===== src/rtl/i2d_pkg.sv =====
// ----------------------------------------------------------------------------
// i2d_pkg
// shared types and constants of the decimal text formatter
// ----------------------------------------------------------------------------
package i2d_pkg;

  localparam int VALUE_W       = 32;
  localparam int PREC_W        = 7;
  localparam int CHAR_W        = 8;
  localparam int NUM_DIGITS    = 10;
  localparam int DIGIT_W       = 4;
  localparam int BCD_W         = NUM_DIGITS * DIGIT_W;
  localparam int NDIG_W        = $clog2(NUM_DIGITS + 1);
  localparam int IN_DATA_W     = ((VALUE_W + PREC_W + 7) / 8) * 8;
  localparam int MAX_PRECISION = 62;

  localparam logic [CHAR_W-1:0] ASCII_ZERO  = 8'h30;
  localparam logic [CHAR_W-1:0] ASCII_MINUS = 8'h2d;
  localparam logic [CHAR_W-1:0] ASCII_NINE  = 8'h39;

  typedef enum logic [3:0] {
    ST_IDLE = 4'b0001,
    ST_CONV = 4'b0010,
    ST_PREP = 4'b0100,
    ST_EMIT = 4'b1000
  } i2d_state_t;

  typedef struct packed {
    logic busy;
    logic done;
  } i2d_conv_stat_t;

endpackage


===== src/rtl/i2d_dabble.sv =====
// ----------------------------------------------------------------------------
// i2d_dabble
// bit-serial binary to bcd converter, one magnitude bit per cycle
// ----------------------------------------------------------------------------
module i2d_dabble (
  input  logic                        clk,
  input  logic                        rst_n,
  input  logic                        start,
  input  logic [i2d_pkg::VALUE_W-1:0] mag_in,
  output i2d_pkg::i2d_conv_stat_t     stat,
  output logic [i2d_pkg::BCD_W-1:0]   bcd
);
  import i2d_pkg::*;

  localparam int CNT_W = $clog2(VALUE_W);

  logic [VALUE_W-1:0] mag_r, mag_nxt;
  logic [BCD_W-1:0]   bcd_r, bcd_nxt;
  logic [BCD_W-1:0]   bcd_adj;
  logic [CNT_W-1:0]   cnt_r, cnt_nxt;
  logic               busy_r, busy_nxt;
  logic               done_r, done_nxt;

  // add-3 correction on every digit before the shift
  always_comb begin
    for (int i = 0; i < NUM_DIGITS; i++) begin
      if (bcd_r[i*DIGIT_W +: DIGIT_W] >= 4'd5) begin
        bcd_adj[i*DIGIT_W +: DIGIT_W] = bcd_r[i*DIGIT_W +: DIGIT_W] + 4'd3;
      end else begin
        bcd_adj[i*DIGIT_W +: DIGIT_W] = bcd_r[i*DIGIT_W +: DIGIT_W];
      end
    end
  end

  always_comb begin
    mag_nxt  = mag_r;
    bcd_nxt  = bcd_r;
    cnt_nxt  = cnt_r;
    busy_nxt = busy_r;
    done_nxt = 1'b0;
    if (start) begin
      mag_nxt  = mag_in;
      bcd_nxt  = '0;
      cnt_nxt  = '0;
      busy_nxt = 1'b1;
    end else if (busy_r) begin
      bcd_nxt = {bcd_adj[BCD_W-2:0], mag_r[VALUE_W-1]};
      mag_nxt = {mag_r[VALUE_W-2:0], 1'b0};
      cnt_nxt = cnt_r + 1'b1;
      if (cnt_r == CNT_W'(VALUE_W - 1)) begin
        busy_nxt = 1'b0;
        done_nxt = 1'b1;
      end
    end
  end

  always_ff @(posedge clk) begin
    if (!rst_n) begin
      busy_r <= 1'b0;
      done_r <= 1'b0;
      cnt_r  <= '0;
    end else begin
      busy_r <= busy_nxt;
      done_r <= done_nxt;
      cnt_r  <= cnt_nxt;
    end
  end

  always_ff @(posedge clk) begin
    mag_r <= mag_nxt;
    bcd_r <= bcd_nxt;
  end

  assign stat.busy = busy_r;
  assign stat.done = done_r;
  assign bcd       = bcd_r;

endmodule


===== src/rtl/int_to_decimal_with_precision_core.sv =====
// ----------------------------------------------------------------------------
// int_to_decimal_with_precision_core
// signed 32-bit integer to decimal ascii text with minimum digit count
// ----------------------------------------------------------------------------
// each item yields 1 to 63 characters, the empty-text marker counting as one
// load, bit-serial bcd conversion, handoff and digit count, then one char per unstalled cycle
// input is taken again as soon as the last character sits in the output register
// reset: synchronous, active low; clears the state machine and output valid
module int_to_decimal_with_precision_core #(
  parameter int MAX_PRECISION = i2d_pkg::MAX_PRECISION
) (
  input  logic                          clk,
  input  logic                          rst_n,
  // input stream
  input  logic                          in_tvalid,
  output logic                          in_tready,
  input  logic [i2d_pkg::IN_DATA_W-1:0] in_tdata,   // [31:0] value, [38:32] precision
  // result stream
  output logic                          out_tvalid,
  input  logic                          out_tready,
  output logic [i2d_pkg::CHAR_W-1:0]    out_tdata,  // [7:0] character
  output logic                          out_tuser,  // [0] char_valid
  output logic                          out_tlast   // is_last
);
  import i2d_pkg::*;

  // pad counter wide enough for the saturated precision
  localparam int PAD_W = $clog2(MAX_PRECISION + 1);

  i2d_state_t state_r, state_nxt;

  // input fields
  logic [VALUE_W-1:0] in_value;
  logic [PREC_W-1:0]  in_prec;
  logic               in_xfer;
  logic [VALUE_W-1:0] mag;

  // converter
  i2d_conv_stat_t     conv_stat;
  logic [BCD_W-1:0]   bcd;

  // item context
  logic               neg_r, neg_nxt;
  logic [PAD_W-1:0]   prec_r, prec_nxt;
  logic [PAD_W-1:0]   pad_r, pad_nxt;
  logic [NDIG_W-1:0]  dig_r, dig_nxt;
  logic [NDIG_W-1:0]  nd;
  logic [PAD_W-1:0]   nd_ext;
  logic [DIGIT_W-1:0] cur_digit;

  // output register
  logic               out_tvalid_r, out_tvalid_nxt;
  logic [CHAR_W-1:0]  char_r, char_nxt;
  logic               cvalid_r, cvalid_nxt;
  logic               last_r, last_nxt;
  logic               emit;

  assign in_value = in_tdata[VALUE_W-1:0];
  assign in_prec  = in_tdata[VALUE_W +: PREC_W];
  assign in_tready = (state_r == ST_IDLE);
  assign in_xfer   = in_tvalid && in_tready;

  // magnitude in 32-bit unsigned arithmetic, so the most negative value wraps to itself
  assign mag = in_value[VALUE_W-1] ? (VALUE_W'(0) - in_value) : in_value;

  i2d_dabble u_dabble (
    .clk    (clk),
    .rst_n  (rst_n),
    .start  (in_xfer),
    .mag_in (mag),
    .stat   (conv_stat),
    .bcd    (bcd)
  );

  // significant digit count: index of the highest nonzero digit plus one
  always_comb begin
    nd = '0;
    for (int i = 0; i < NUM_DIGITS; i++) begin
      if (bcd[i*DIGIT_W +: DIGIT_W] != '0) begin
        nd = NDIG_W'(i + 1);
      end
    end
  end

  assign nd_ext    = PAD_W'(nd);
  assign cur_digit = bcd[(dig_r - 1'b1) * DIGIT_W +: DIGIT_W];

  // a character moves into the output register when it is free or being drained
  assign emit = (state_r == ST_EMIT) && (!out_tvalid_r || out_tready);

  always_comb begin
    state_nxt      = state_r;
    neg_nxt        = neg_r;
    prec_nxt       = prec_r;
    pad_nxt        = pad_r;
    dig_nxt        = dig_r;
    out_tvalid_nxt = out_tvalid_r;
    char_nxt       = char_r;
    cvalid_nxt     = cvalid_r;
    last_nxt       = last_r;

    if (out_tvalid_r && out_tready) begin
      out_tvalid_nxt = 1'b0;
    end

    case (state_r)
      ST_IDLE: begin
        if (in_xfer) begin
          neg_nxt = in_value[VALUE_W-1];
          // no precision given acts as one digit minimum, which only matters for zero
          if (in_prec[PREC_W-1]) begin
            prec_nxt = PAD_W'(1);
          end else if (in_prec > PREC_W'(MAX_PRECISION)) begin
            prec_nxt = PAD_W'(MAX_PRECISION);
          end else begin
            prec_nxt = PAD_W'(in_prec);
          end
          state_nxt = ST_CONV;
        end
      end
      ST_CONV: begin
        if (conv_stat.done) begin
          state_nxt = ST_PREP;
        end
      end
      ST_PREP: begin
        pad_nxt   = (prec_r > nd_ext) ? (prec_r - nd_ext) : '0;
        dig_nxt   = nd;
        state_nxt = ST_EMIT;
      end
      ST_EMIT: begin
        if (emit) begin
          out_tvalid_nxt = 1'b1;
          cvalid_nxt     = 1'b1;
          if (neg_r) begin
            // sign first
            char_nxt = ASCII_MINUS;
            last_nxt = (pad_r == '0) && (dig_r == '0);
            neg_nxt  = 1'b0;
          end else if (pad_r != '0) begin
            // leading zero padding
            char_nxt = ASCII_ZERO;
            last_nxt = (pad_r == PAD_W'(1)) && (dig_r == '0);
            pad_nxt  = pad_r - 1'b1;
          end else if (dig_r != '0) begin
            // digits, most significant first
            char_nxt = ASCII_ZERO + CHAR_W'(cur_digit);
            last_nxt = (dig_r == NDIG_W'(1));
            dig_nxt  = dig_r - 1'b1;
          end else begin
            // empty text: zero value with precision zero
            char_nxt   = '0;
            cvalid_nxt = 1'b0;
            last_nxt   = 1'b1;
          end
          if (last_nxt) begin
            state_nxt = ST_IDLE;
          end
        end
      end
      default: begin
        state_nxt = ST_IDLE;
      end
    endcase
  end

  always_ff @(posedge clk) begin
    if (!rst_n) begin
      state_r      <= ST_IDLE;
      out_tvalid_r <= 1'b0;
    end else begin
      state_r      <= state_nxt;
      out_tvalid_r <= out_tvalid_nxt;
    end
  end

  // payload and item context, no reset needed
  always_ff @(posedge clk) begin
    neg_r    <= neg_nxt;
    prec_r   <= prec_nxt;
    pad_r    <= pad_nxt;
    dig_r    <= dig_nxt;
    char_r   <= char_nxt;
    cvalid_r <= cvalid_nxt;
    last_r   <= last_nxt;
  end

  assign out_tvalid = out_tvalid_r;
  assign out_tdata  = char_r;
  assign out_tuser  = cvalid_r;
  assign out_tlast  = last_r;

endmodule


===== config.mk =====
export PLATFORM = sky130hd
export DESIGN_NAME = int_to_decimal_with_precision_core
export DESIGN_NICKNAME = d
export VERILOG_FILES = /design/src/rtl/i2d_pkg.sv /design/src/rtl/i2d_dabble.sv /design/src/rtl/int_to_decimal_with_precision_core.sv
export SDC_FILE = /design/constraint.sdc
export NUM_CORES = 1
export LEC_CHECK = 0
export BUFFER_PORTS_ARGS = -buffer_cell sky130_fd_sc_hd__buf_4
export CORE_MARGIN = 3
export CORE_UTILIZATION = 60
export CTS_CLUSTER_DIAMETER = 100
export DETAILED_ROUTE_END_ITERATION = 7
export GPL_TIMING_DRIVEN = 0
export PLACE_DENSITY_LB_ADDON = 0.15
export SYNTH_ARGS = -nofsm -noshare
export SYNTH_HDL_FRONTEND = slang
export SYNTH_SLANG_ARGS = --single-unit

===== constraint.sdc =====
create_clock -name clk -period 10.05 [get_ports clk]
set_input_delay 2.01 -clock clk [delete_from_list [all_inputs] [get_ports clk]]
set_output_delay 2.01 -clock clk [all_outputs]
set_load 0.01 [all_outputs]

# [Word level (Yosys, flattened, before mapping)]
# Cells that the tools add are included.
[word_totals] ff_bits=110 out_inout_bits=12 word_cells=155
[classes] addsub=17 order_cmp=12 n_eq_ne=15 shifts=1 muxes=57 n_bitwise=3 n_reduce_logical=34
[ops] op="4-bit two-way mux" count=26
[ops] op="32-bit two-way mux" count=3
[ops] op="4-bit nonzero test" count=11
[ops] op="4-bit by 3-bit greater-or-equal comparator with 1-bit output, second input constant" count=10
[ops] op="40-bit by 33-bit variable part select with 4-bit output" count=1
[ops] op="4-bit by 2-bit adder with 4-bit output, second input constant" count=9
[ops] op="6-bit two-way mux" count=6
[ops] op="1-bit by 32-bit subtractor with 32-bit output, first input constant" count=1
[ops] op="1-bit two-way mux" count=16
[ops] op="4-bit case mux with 4 select lines" count=1
[ops] op="6-bit case mux with 2 select lines" count=1
[ops] op="2-bit by 1-bit inequality test with 1-bit output, second input constant" count=5
[ops] op="4-bit by 1-bit equality test with 1-bit output, second input constant" count=2
[ops] op="4-bit case mux with 2 select lines" count=1
[ops] op="4-bit AND reduction" count=2
[ops] op="6-bit by 4-bit adder with 7-bit output, first input constant" count=1
[ops] op="7-bit by 6-bit greater-than comparator with 1-bit output, second input constant" count=1
[ops] op="6-bit by 1-bit equality test with 1-bit output, second input constant" count=1
[ops] op="6-bit by 4-bit greater-than comparator with 1-bit output" count=1
[ops] op="6-bit zero test" count=1
[ops] op="2-bit inequality test, second input constant" count=3
[ops] op="2-bit nonzero test" count=3
[ops] op="6-bit nonzero test" count=1
[ops] op="3-bit OR reduction" count=2
[ops] op="22 further kinds" count=30

# [Logic depth before layout (Yosys ltp)]
[logic_depth] depth_word=14 depth_mapped=15

# [Cells and area by module]
# From an unflattened synthesis, not the netlist that was laid out.
[unflattened] hier_cells=714 hier_area_um2=6906.6
[by_module_without_submodules] mod="i2d_dabble" n_inst=1 cells_each=396 area_per_inst_um2=4087.7 seq_area_each_um2=1901.8
[by_module_without_submodules] mod="int_to_decimal_with_precision_core" n_inst=1 cells_each=318 area_per_inst_um2=2819.0 seq_area_each_um2=820.8

# [Worst setup path after synthesis]
# Ideal clock, no wire load.
[synth_path] path_type="input -> register" startpoint="in in_tdata[26] (netlist bit)" endpoint="reg u_dabble.mag_r[29] (data pin)" setup_time_ns=0.264 arrival_time_ns=3.665 t_required_ns=9.786 slack_ns=6.121 path_stages=5 n_path_buf=0 path_cell_list="or4_1 > or4b_2 > o41ai_4 > xor2_1 > o21ai_1"
[synth_via] elab_chain_len=3
[synth_lines] item="from (decl)" line_no="int_to_decimal_with_precision_core.sv:17" rtl="input logic [i2d_pkg::IN_DATA_W-1:0] in_tdata,"
[synth_lines] item="1-bit by 32-bit subtractor with 32-bit output" line_no="int_to_decimal_with_precision_core.sv:64" rtl="assign mag = in_value[VALUE_W-1] ? (VALUE_W'(0) - in_value) : in_value;"
[synth_lines] item="32-bit two-way mux" line_no="int_to_decimal_with_precision_core.sv:64"
[synth_lines] item="32-bit two-way mux" line_no="i2d_dabble.sv:41" rtl="if (start) begin"
[synth_lines] item="named net u_dabble.mag_nxt[29]" line_no="i2d_dabble.sv:17" rtl="logic [VALUE_W-1:0] mag_r, mag_nxt;"
[synth_lines] item="to (signal assigned)" line_no="i2d_dabble.sv:70" rtl="mag_r <= mag_nxt;"
[synth_lines] item="to (decl)" line_no="i2d_dabble.sv:17"
# The timed path passes the listed nets, and every way through them passes these cells.
# A chain may end at the register's enable or synchronous reset.

# [Final worst setup path]
[layout_path] startpoint="in in_tdata[8] (netlist bit)" endpoint="reg u_dabble.mag_r[25] (data pin)"
# The elaborated chain is that of the path after synthesis.

==> impl_metrics.env <==
export IMPL_outcome="complete, no violations"
export IMPL_syn_inst=730
export IMPL_port_buffers=51
export IMPL_post_synth_top_area_fraction_pct=24.8
export IMPL_ff2ff_path_depth=15
export IMPL_place_congestion=0.903
export IMPL_hold_path_class="reg2reg"
export IMPL_min_period_ps=3980
export IMPL_core_rowCount=38
export IMPL_p_per_area_nw_per_um2=146
export IMPL_cts_resized=0
export IMPL_skew_ps=10.6
export IMPL_viasPerCell=6.14
export IMPL_htreeDepth=3
export IMPL_fmax_mhz=252
export IMPL_crit_type="in2reg"
export IMPL_setup_viol=0
export IMPL_hpwl_mm=11.7
export IMPL_r2r_slack_ps=6140
export IMPL_die_area_um2=12600
export IMPL_routed_wl_mm=16.1
export IMPL_antenna_cells=0
export IMPL_clk_pin_slew_ps=70
export IMPL_wl_per_cell_um=17.1
export IMPL_finalPower_w=0.00112
export IMPL_crit_fanout=6
export IMPL_synth_area_leaders="edfxtp_1, dfxtp_1, ha_1"
export IMPL_areaGrowthSynthToFinish_pct=13.2
export IMPL_crit_required_ps=10160
export IMPL_die_h_um=112
export IMPL_fin_nets=872
export IMPL_cp_start_kind="primary input"
export IMPL_drtIter0Drc=482
export IMPL_grt_use_total_pct=25.7
export IMPL_avgSynthCellArea_um2=9.28
export IMPL_drive_gt1_share_pct=12.2
export IMPL_antenna_found_initial=0
export IMPL_tritoncts="yes"
export IMPL_synth_cell_types=59
export IMPL_ys_seq_area_share_pct=40.2
export IMPL_cp_data_arrival_time_ps=4090
export IMPL_clock_latency_ps=360
export IMPL_rsz0062_at_grt="false"
export IMPL_crit_chain="buf_4 > or4_4 > nand4bb_1 > nor4_1 > or4_1 > nand3_1"
export IMPL_synth_top_cell_by_area="edfxtp_1"
export IMPL_slew_violations=0
export IMPL_initial_utilization_pct=61.9
export IMPL_first_global_vias=5782
export IMPL_ys_warn_count=0
export IMPL_ios=56
export IMPL_drc=0
export IMPL_die_w_um=112
export IMPL_cts_buffers=9
export IMPL_cp_slowest_stage_delay_ps=780
export IMPL_min_path_cells=2
export IMPL_cts_root_buf="clkbuf_16"
export IMPL_finalCoreUtilization_pct=70.1
export IMPL_synth_edf_count=56
export IMPL_synthFlopType="edfxtp_1"
export IMPL_synthArstFlopShare_pct=0
export IMPL_netlist_area_um2=6770
export IMPL_max_cap_viol_count=0
export IMPL_setup_tns_ps=0
export IMPL_ir_drop_uv=123
export IMPL_grt_pass1_wl_mm=26.7
export IMPL_cts_sinks=108
export IMPL_crit_slowest_cell="nor4_1"
export IMPL_fin_crit_sh_pct=39.6
export IMPL_holdBufCountCts=0
export IMPL_core_area_um2=10900
export IMPL_post_cts_setup_buffers=0
export IMPL_grt_overflow=0
export IMPL_hold_viol=0
export IMPL_drt_pass1_iter_count=5
export IMPL_p_leak_nw=2.96
export IMPL_critPathCaptureType="flip-flop"
export IMPL_clk_path_buf_depth=2
export IMPL_slew_headroom_pct=19.7
export IMPL_tightest_slew_ps=1190
export IMPL_ys_ff_latch=108
export IMPL_grt_max_degree=33
export IMPL_ant_nets=0
export IMPL_num_vias=5759
## final cells by class
| type | count | area, um2 |
|---|---|---|
| Timing Repair Buffer | 51 | 383 |
| Sequential cell | 108 | 2720 |
| Clock inverter | 4 | 71.3 |
| Clock buffer | 12 | 258 |
| Multi-Input combinational cell | 552 | 3760 |
| Buffer | 35 | 155 |
| Tap cell | 140 | 175 |
| Inverter | 36 | 135 |
| Fill cell | 855 | 3270 |
## critical path, delay by kind of cell
family                 cells  cell delay, ps
buffers and inverters      1             120
and+or+nand+nor            5            1950
## per-layer routing
metal,vias to the layer above,track usage [%],share of wire (%)
li1,2733,-,-
met1,2828,32.3,42
met2,180,45.1,51
met3,18,5.23,6.2
met4,0,7.29,1.0
met5,-,0,0
## stage by stage
| step | setup WS [ps] | hold WS [ps] | cells | cell area [um2] |
|---|---|---|---|---|
| 5_1_grt | 5860 | 549 | 938 | 7660 |
| 4_1_cts | 6080 | 498 | 938 | 7660 |
| 2_1_floorplan | 6120 | 457 | 731 | 6780 |
| 3_3_place_gp | 5840 | 475 | 922 | 7330 |
| 6_report | 6070 | 503 | 938 | 7660 |
| 3_5_place_dp | 5770 | 489 | 922 | 7340 |
## power by group
| group | leakage [nW] | switching, W | internal (W) | total, W |
|---|---|---|---|---|
| clock | 0.156 | 0.000163 | 0.000233 | 0.000396 |
| combinational | 1.84 | 0.000119 | 0.0000743 | 0.000193 |
| sequential | 0.959 | 0.0000160 | 0.000517 | 0.000533 |
| total | 2.96 | 0.000298 | 0.000825 | 0.00112 |
## layout by cell type (no fill, tap or decap), types with 32 or more instances in the layout
master / count
a21oi_1: 37
nand2_1: 71
nor2_1: 49
inv_1: 35
edfxtp_1: 56
o21ai_0: 62
nand2b_1: 32
dfxtp_1: 52
ha_1: 34
xor2_1: 32
buf_4: 55
## synthesized netlist by cell type (4+ instances only)
cell type   n
buf_1       9
nor3b_1     5
clkbuf_1   20
dfxtp_1    52
o31ai_1    10
nor2b_1    12
nor3_1      7
a21o_1     12
inv_1      35
o211ai_1   10
o41ai_2     4
nor4_1      6
mux2i_1    21
o21ai_0    62
nand2b_1   33
or2_2       6
buf_4       4
o21a_1      4
edfxtp_1   56
mux4_2      8
ha_1       34
o22ai_1     5
nor2_1     49
o41ai_1     6
or4_1       5
a31oi_1     6
xor2_1     32
xnor2_1    27
nand3_1    28
nand4_1     4
nand2_1    71
o21ai_1     5
a21oi_1    37
and3_1      5
## cell families (layout without fill, tap and decap cells)
group | count (synthesis) | in the layout | share of synthesized area [%]
compound gates | 177 | 177 | 16.7
flops | 108 | 108 | 40.2
other cells | 1 | 2 | 0.0554
fa+ha+maj | 35 | 35 | 6.58
simple gates | 250 | 250 | 18.8
mux | 29 | 29 | 5.76
xor+xnor | 59 | 59 | 7.63
buf+inv | 71 | 138 | 4.29
## worst paths after layout
path,to,start
worst max-delay path,u_dabble.mag_r[25]$_DFFE_PP_,in_tdata[8]
worst min-delay path,u_dabble.bcd[39]$_SDFFE_PP0P_,u_dabble.bcd[39]$_SDFFE_PP0P_
worst min register to register,u_dabble.bcd[39]$_SDFFE_PP0P_,u_dabble.bcd[39]$_SDFFE_PP0P_
worst max register to register,pad_r[1]$_DFFE_PP_,u_dabble.bcd[0]$_SDFFE_PP0P_
## flip-flops by register name (all words and copies together) (netlist names)
name and cells:
neg_r 1, out_tlast 1, u_dabble.mag_r 32, u_dabble.cnt_r 5
u_dabble.done_r 1, prec_r 6, pad_r 6, dig_r 4
out_tvalid 1, state_r 4, out_tdata 6, u_dabble.bcd 40
u_dabble.busy_r 1
Power figures use the tool's default switching activity.
